==> src/rtl/nsd_pkg.sv <==
package nsd_pkg;

    localparam int OUT_BITS  = 16;
    localparam int STEP_BITS = 3;

    typedef logic [STEP_BITS-1:0] step_t;

    typedef enum logic [2:0] {
        COND_NEVER       = 3'd0,
        COND_ALWAYS      = 3'd1,
        COND_NOT_ACCEPT  = 3'd2,
        COND_NOT_GREATER = 3'd3,
        COND_NOT_FIN     = 3'd4,
        COND_FILL_NZ     = 3'd5
    } cond_t;

    typedef enum logic [2:0] {
        ACT_NONE   = 3'd0,
        ACT_LATCH  = 3'd1,
        ACT_POP    = 3'd2,
        ACT_PUSH   = 3'd3,
        ACT_FLUSH  = 3'd4,
        ACT_FINISH = 3'd5
    } act_t;

    typedef struct packed {
        logic  ready;
        act_t  act;
        cond_t cond;
        step_t target;
    } ucode_t;

    typedef struct packed {
        logic in_valid;
        logic greater;
        logic fill_nz;
        logic fin;
        logic stall;
    } seq_status_t;

    localparam step_t S_IDLE   = 3'd0;
    localparam step_t S_WAIT   = 3'd1;
    localparam step_t S_CMP    = 3'd2;
    localparam step_t S_POP    = 3'd3;
    localparam step_t S_PUSH   = 3'd4;
    localparam step_t S_FWAIT  = 3'd5;
    localparam step_t S_FLUSH  = 3'd6;
    localparam step_t S_FINISH = 3'd7;

    function automatic ucode_t ucode_rom(input step_t step);
        ucode_t w;
        w = '{ready: 1'b0, act: ACT_NONE, cond: COND_NEVER, target: S_IDLE};
        unique case (step)
            S_IDLE:   w = '{ready: 1'b1, act: ACT_LATCH,  cond: COND_NOT_ACCEPT,
                            target: S_IDLE};
            S_WAIT:   w = '{ready: 1'b0, act: ACT_NONE,   cond: COND_NEVER,
                            target: S_IDLE};
            S_CMP:    w = '{ready: 1'b0, act: ACT_NONE,   cond: COND_NOT_GREATER,
                            target: S_PUSH};
            S_POP:    w = '{ready: 1'b0, act: ACT_POP,    cond: COND_ALWAYS,
                            target: S_WAIT};
            S_PUSH:   w = '{ready: 1'b0, act: ACT_PUSH,   cond: COND_NOT_FIN,
                            target: S_FINISH};
            S_FWAIT:  w = '{ready: 1'b0, act: ACT_NONE,   cond: COND_NEVER,
                            target: S_IDLE};
            S_FLUSH:  w = '{ready: 1'b0, act: ACT_FLUSH,  cond: COND_FILL_NZ,
                            target: S_FWAIT};
            S_FINISH: w = '{ready: 1'b0, act: ACT_FINISH, cond: COND_ALWAYS,
                            target: S_IDLE};
        endcase
        return w;
    endfunction

endpackage

==> src/rtl/nsd_stack_ram.sv <==
module nsd_stack_ram #(
    parameter int DEPTH = 63,
    parameter int WIDTH = 32,
    parameter int ADDR_BITS = 6
) (
    input  logic                 clk,
    input  logic                 we,
    input  logic [ADDR_BITS-1:0] waddr,
    input  logic [WIDTH-1:0]     wdata,
    input  logic [ADDR_BITS-1:0] raddr,
    output logic [WIDTH-1:0]     rdata
);

    logic [WIDTH-1:0] mem [DEPTH];
    logic [WIDTH-1:0] rdata_reg;

    always_ff @(posedge clk)
    begin
        if (we)
        begin
            mem[waddr] <= wdata;
        end
    end

    always_ff @(posedge clk)
    begin
        rdata_reg <= mem[raddr];
    end

    assign rdata = rdata_reg;

endmodule

==> src/rtl/nsd_sequencer.sv <==
module nsd_sequencer (
    input  logic                clk,
    input  logic                rst_n,
    input  nsd_pkg::seq_status_t status,
    output nsd_pkg::ucode_t     ctrl
);
    import nsd_pkg::*;

    step_t  step_reg;
    step_t  step_next;
    ucode_t word;
    logic   take;

    assign word = ucode_rom(step_reg);
    assign ctrl = word;

    always_comb
    begin
        case (word.cond)
            COND_ALWAYS:      take = 1'b1;
            COND_NOT_ACCEPT:  take = !status.in_valid;
            COND_NOT_GREATER: take = !status.greater;
            COND_NOT_FIN:     take = !status.fin;
            COND_FILL_NZ:     take = status.fill_nz;
            default:          take = 1'b0;
        endcase
    end

    always_comb
    begin
        if (status.stall)
        begin
            step_next = step_reg;
        end
        else if (take)
        begin
            step_next = word.target;
        end
        else
        begin
            step_next = step_reg + 1'b1;
        end
    end

    always_ff @(posedge clk or negedge rst_n)
    begin
        if (!rst_n)
        begin
            step_reg <= S_IDLE;
        end
        else
        begin
            step_reg <= step_next;
        end
    end

endmodule

==> src/rtl/next_smaller_distance_stack.sv <==
// Each result waits in a holding register until the next result or the end of its item,
// then leaves through one output register. A new item is accepted only in the idle step,
// once the previous item is finished. The time per item is set by the step sequencer and
// the registered stack read port, grows with each popped entry and, for a final item, with
// each flushed entry, and includes any time held while the output register is full.
// Reset: stack empty, position counter at 0, no result pending; stack memory is not
// cleared and needs no clearing pass.
module next_smaller_distance_stack #(
    parameter int STACK_DEPTH   = 63,
    parameter int VALUE_BITS    = 16,
    parameter int POSITION_BITS = 16
) (
    input  logic        clk,
    input  logic        rst_n,
    input  logic        in_valid,
    output logic        in_ready,
    input  logic [15:0] price,
    input  logic        last,
    output logic        out_valid,
    input  logic        out_ready,
    output logic [15:0] position,
    output logic [15:0] span,
    output logic        overflow,
    output logic        end_of_run
);
    import nsd_pkg::*;

    localparam int FILL_BITS = $clog2(STACK_DEPTH + 1);
    localparam int ADDR_BITS = $clog2(STACK_DEPTH);
    localparam int ENTRY_BITS = VALUE_BITS + POSITION_BITS;

    ucode_t      ctrl;
    seq_status_t status;

    logic [VALUE_BITS-1:0]    val_reg;
    logic                     fin_reg;
    logic [POSITION_BITS-1:0] pos_reg;
    logic [POSITION_BITS-1:0] next_pos_reg;
    logic [FILL_BITS-1:0]     fill_reg;
    logic [FILL_BITS-1:0]     fill_next;

    logic                     hold_valid_reg;
    logic [POSITION_BITS-1:0] hold_pos_reg;
    logic [POSITION_BITS-1:0] hold_span_reg;
    logic                     hold_ovf_reg;

    logic                     out_valid_reg;
    logic [OUT_BITS-1:0]      out_pos_reg;
    logic [OUT_BITS-1:0]      out_span_reg;
    logic                     out_ovf_reg;
    logic                     out_eor_reg;

    logic [ENTRY_BITS-1:0]    rd_entry;
    logic [VALUE_BITS-1:0]    top_val;
    logic [POSITION_BITS-1:0] top_pos;
    logic [ADDR_BITS-1:0]     rd_addr;
    logic                     we;

    logic accept;
    logic fill_nz;
    logic full;
    logic greater;
    logic emit_req;
    logic slot_free;
    logic stall;
    logic move_hold;
    logic dec;
    logic [POSITION_BITS-1:0] new_pos;
    logic [POSITION_BITS-1:0] new_span;
    logic                     new_ovf;

    nsd_sequencer u_seq (
        .clk    (clk),
        .rst_n  (rst_n),
        .status (status),
        .ctrl   (ctrl)
    );

    nsd_stack_ram #(
        .DEPTH     (STACK_DEPTH),
        .WIDTH     (ENTRY_BITS),
        .ADDR_BITS (ADDR_BITS)
    ) u_ram (
        .clk   (clk),
        .we    (we),
        .waddr (ADDR_BITS'(fill_reg)),
        .wdata ({val_reg, pos_reg}),
        .raddr (rd_addr),
        .rdata (rd_entry)
    );

    assign top_val = rd_entry[ENTRY_BITS-1:POSITION_BITS];
    assign top_pos = rd_entry[POSITION_BITS-1:0];

    assign fill_nz = (fill_reg != '0);
    assign full    = (fill_reg == FILL_BITS'(STACK_DEPTH));
    assign rd_addr = fill_nz ? ADDR_BITS'(fill_reg - 1'b1) : '0;
    assign greater = fill_nz && (top_val > val_reg);

    assign in_ready = ctrl.ready;
    assign accept   = in_valid && in_ready;

    assign emit_req = (ctrl.act == ACT_POP)
                   || ((ctrl.act == ACT_PUSH) && full)
                   || ((ctrl.act == ACT_FLUSH) && fill_nz);

    assign slot_free = !out_valid_reg || out_ready;
    assign stall     = hold_valid_reg && !slot_free
                    && (emit_req || (ctrl.act == ACT_FINISH));
    assign move_hold = !stall && hold_valid_reg
                    && (emit_req || (ctrl.act == ACT_FINISH));

    assign dec = !stall && (((ctrl.act == ACT_POP))
                         || ((ctrl.act == ACT_FLUSH) && fill_nz));
    assign we  = (ctrl.act == ACT_PUSH) && !full;

    assign status = '{in_valid: in_valid, greater: greater, fill_nz: fill_nz,
                      fin: fin_reg, stall: stall};

    always_comb
    begin
        if (ctrl.act == ACT_PUSH)
        begin
            new_pos  = pos_reg;
            new_span = '0;
            new_ovf  = 1'b1;
        end
        else
        begin
            new_pos  = top_pos;
            new_span = pos_reg - top_pos;
            new_ovf  = 1'b0;
        end
    end

    always_comb
    begin
        fill_next = fill_reg;
        if (dec)
        begin
            fill_next = fill_reg - 1'b1;
        end
        else if (we)
        begin
            fill_next = fill_reg + 1'b1;
        end
    end

    always_ff @(posedge clk or negedge rst_n)
    begin
        if (!rst_n)
        begin
            fill_reg       <= '0;
            next_pos_reg   <= '0;
            hold_valid_reg <= 1'b0;
            out_valid_reg  <= 1'b0;
        end
        else
        begin
            fill_reg <= fill_next;
            if (accept)
            begin
                next_pos_reg <= last ? '0 : next_pos_reg + 1'b1;
            end
            if (!stall && emit_req)
            begin
                hold_valid_reg <= 1'b1;
            end
            else if (!stall && (ctrl.act == ACT_FINISH))
            begin
                hold_valid_reg <= 1'b0;
            end
            if (move_hold)
            begin
                out_valid_reg <= 1'b1;
            end
            else if (out_ready)
            begin
                out_valid_reg <= 1'b0;
            end
        end
    end

    always_ff @(posedge clk)
    begin
        if (accept)
        begin
            val_reg <= VALUE_BITS'(price);
            fin_reg <= last;
            pos_reg <= next_pos_reg;
        end
        if (!stall && emit_req)
        begin
            hold_pos_reg  <= new_pos;
            hold_span_reg <= new_span;
            hold_ovf_reg  <= new_ovf;
        end
        if (move_hold)
        begin
            out_pos_reg  <= OUT_BITS'(hold_pos_reg);
            out_span_reg <= OUT_BITS'(hold_span_reg);
            out_ovf_reg  <= hold_ovf_reg;
            out_eor_reg  <= (ctrl.act == ACT_FINISH);
        end
    end

    assign out_valid  = out_valid_reg;
    assign position   = out_pos_reg;
    assign span       = out_span_reg;
    assign overflow   = out_ovf_reg;
    assign end_of_run = out_eor_reg;

endmodule

==> config.mk <==
export PLATFORM = sky130hd
export DESIGN_NAME = next_smaller_distance_stack
export DESIGN_NICKNAME = d
export VERILOG_FILES = /design/src/rtl/nsd_pkg.sv /design/src/rtl/nsd_stack_ram.sv /design/src/rtl/nsd_sequencer.sv /design/src/rtl/next_smaller_distance_stack.sv
export SDC_FILE = /design/constraint.sdc
export NUM_CORES = 2
export LEC_CHECK = 0
export ABC_AREA = 1
export ABC_CLOCK_PERIOD_IN_PS = 7350
export BUFFER_PORTS_ARGS = -buffer_cell sky130_fd_sc_hd__buf_2
export CORE_MARGIN = 8
export CORE_UTILIZATION = 50
export DETAILED_ROUTE_END_ITERATION = 8
export PLACE_DENSITY = 0.61
export SLEW_MARGIN = 15
export SYNTH_ARGS = -nofsm -noshare
export SYNTH_HDL_FRONTEND = slang
export SYNTH_SLANG_ARGS = --single-unit
==> constraint.sdc <==
create_clock -name clk -period 7.35 [get_ports clk]
set_input_delay 1.47 -clock clk [delete_from_list [all_inputs] [get_ports clk]]
set_output_delay 1.47 -clock clk [all_outputs]
set_load 0.05 [all_outputs]
==> summary.txt <==
CTS
  • Hold_buf cts: 0
  • CTS sink cnt: about 2200
  • Clock transition at path regs: approximately 0.06 ns
  • Clk_lat worst skew: between 0.8 and 0.9 ns
  • Inserted Clock Buffers: 218
  • CTS resizes: 0
  • Clock Path Buffers: 3
  • TritonCTS clock tree: built
  • H-tree levels: 4
  • Post-CTS setup buffers: 0
  • Clock root cell: clkbuf_16

Worst setup path
  • CP Capture Type: flop
  • Most used cell, CP: nand3_1
  • CP Max Fanout: 111
  • WP buf/inv: 4
  • Critical path launch point type: flop
  • Slowest CP cell: inv_8
  • Critical path class: reg -> reg
  • CP top delay family: simple AND/OR/NAND/NOR gates
  • CP required: between 8 and 9 ns
  • CP peak stage delay: 0.67 ns
  • Critical path, cell by cell: inv_8, ha_1, nand3_4, nand2_8, inv_8, buf_12, buf_4, nand2_1, nand3_1, nand3_1, nand3_1, nand3_1, nand3_1, nand2_1
  • Critical path data arrival time: around 6 ns

Place
  • IO Port Bufs: between 50 and 60
  • DP HPWL: approximately 140000 microns
  • RePlAce Congestion: about 0.86

Global routing
  • Total gr overflow: 0
  • Largest net degree at the start of global routing: about 180
  • Total GRT Usage: 26.8%
  • Global-route wire length before repair: ~400000 microns
  • Initial antenna violation count: 9
  • Vias in the first global route: 58700

Floorplan
  • Initial Util: between 50% and 60%
  • Num ports: 57
  • Area of the core: ~180000 sq um
  • Die height: approximately 450 microns
  • Row count: 157
  • Die width: between 400 and 500 microns
  • Full die area: approximately 200000 sq um

Route
  • DR iter-0 viols: ~7500
  • DRT Pass-1 Iters: 6
  • DRC errors left: 0
  • Final wirelength: 273000 microns
  • Vias: about 62000
  • Antenna Nets Post-Route: 0
  • Via-per-instance ratio: roughly 5.8
  • Post-DR wirelength/cell: ~26 microns

Yosys
  • Syn nets: ~8100
  • FF+latch count, synth: 2175
  • Post-synth top flop: edfxtp_1
  • Yosys warnings: 0
  • Gate Count Post-Synth: between 8000 and 9000
  • Async set-reset flop share out of synthesis: ~1.2%
  • Post-synth EDFFs: approximately 2100
  • Synth unique cells: 45
  • Synth Area per Inst: roughly 11 sq um
  • Post-synthesis sequential area ratio: a little over two thirds
  • Synthesized area: 92300 sq um

Worst hold path
  • Tightest Hold Check Type: reg -> reg

Power and ir drop
  • PwrDens: between 400 and 500 nW/um^2
  • Leakage power: roughly 0.039 uW
  • VDD IR-drop max: around 550 uV

STA
  • Setup_tns: 0 ns
  • RSZ-0062 raised after global routing: false
  • Max-slew violation count: 0
  • Fin crit period: ~5.3 ns
  • Fmax: between 150 and 200 MHz
  • Hold Fails Final Rpt: 0
  • Final Setup Violations: 0
  • Slew @ Worst Pin: 1.10 ns
  • Final worst-path cycle share: a little under three quarters
  • Slew headroom: 27.0%
  • Setup Skew: 0.0410 ns

Finish
  • Max reg flops: between 2000 and 2500
  • Layout area overhead: 10.7%
  • Post-layout net count: around 8100
  • Final core occ: 55.7%
  • Share of layout cells above drive strength 1: under 10%
  • # fillers: between 15000 and 20000

Flow run
  • Max Cap Violations: 0

Run status
  • Status: finished, final reports clean
-- worst paths after layout --
check	startpoint	end	slack, ns	cells past startpoint
max in group asynchronous	rst_n	fill_reg[0]	6.14	1
min reg2reg	hold_pos_reg[6]	position[6]	0.42	0
min in group asynchronous	rst_n	out_valid	0.68	1
min	hold_pos_reg[6]	position[6]	0.42	0
max reg2reg	fill_reg[0]	u_ram.rdata[31]	2.09	14
max	fill_reg[0]	u_ram.rdata[31]	2.09	14
-- synthesized netlist by cell type (59+ instances only) --
| cell type | count | share of area (%) |
|---|---|---|
| buf_4 | 59 | 0.48 |
| edfxtp_1 | 2116 | 69 |
| clkbuf_1 | 109 | 0.44 |
| o211ai_1 | 190 | 1.5 |
| buf_1 | 67 | 0.27 |
| nand3b_1 | 389 | 3.2 |
| o21ai_0 | 79 | 0.43 |
| nor2_1 | 166 | 0.67 |
| inv_1 | 781 | 3.2 |
| nand2_1 | 2185 | 8.9 |
| buf_2 | 248 | 1.3 |
| nand3_1 | 1426 | 7.7 |
-- metrics by stage --
step           hold slack (ns)  std cells  instance area, sq um  setup WS, ns  power [uW]
4_1_cts                  0.421      10700                102000          2.17       45700
3_5_place_dp             0.405      10300                 95400          2.16       35200
2_1_floorplan            0.400       8064                 92300          1.28       27800
3_3_place_gp             0.409      10300                 95400          2.22       35000
5_1_grt                  0.429      10700                102000          1.98       47900
6_report                 0.419      10700                102000          2.09       45900
-- cells in the final DEF (no fill, tap or decap), drive strengths merged, types with 2 or more instances in the layout --
master	n
xor2	11
ha	37
a21oi	42
edfxtp	2116
a21o	5
clkinv	109
o211ai	190
nand3b	389
o21ai	81
nand2	2191
clkinvlp	4
nand3	1428
nor3	14
dfxtp	32
bufinv	9
nand4	14
a31oi	2
inv	794
clkbuf	278
nor4	4
nor2	169
buf	222
or2	19
dfrtp	27
o21a	5
-- where the power goes --
part / switching, uW / internal [uW] / total (uW)
Combinational: 15200 / 5000 / 20200
Sequential: 291 / 14700 / 15000
Clock: 4790 / 5890 / 10700
-- layer usage --
layer  global-route usage, %  vias up  share of wire [%]
met2                    42.9     2965                 46
met4                    9.32        4                3.7
met5                       0        -              0.011
met1                    37.0    30400                 41
li1                        -    27700                  -
met3                    4.86      490                9.3
-- cells by family (layout without fill, tap and decap cells) --
logic type / Yosys count / after routing / share of synthesized area (%)
buf+inv: 1279 / 1416 / 5.85
fa+ha+maj: 38 / 38 / 0.523
other cells: 0 / 1 / 0
xor+xnor: 11 / 11 / 0.104
compound gates: 332 / 332 / 2.37
simple gates: 4229 / 4229 / 20.9
flops: 2175 / 2175 / 70.2
-- worst reg2reg max path, delay by kind of cell (launching register included) --
kind,cells,cell delay (ns)
buf+inv,4,1.75
flops,1,0.44
fa+ha+maj,1,0.42
simple gates,9,2.56
-- final cells by class --
class                      instances  area [sq um]  area share [%]
sequential                      2175         64900            63.5
clock buffer                     278          5780            5.66
timing repair buffer             222          1830            1.79
clock inverter                   129          1030            1.01
antenna                            1          2.50         0.00245
tap                             2464          3080            3.02
inverter                         787          2990            2.93
multi-input combinational       4610         22600            22.1
Power figures use the tool's default switching activity.
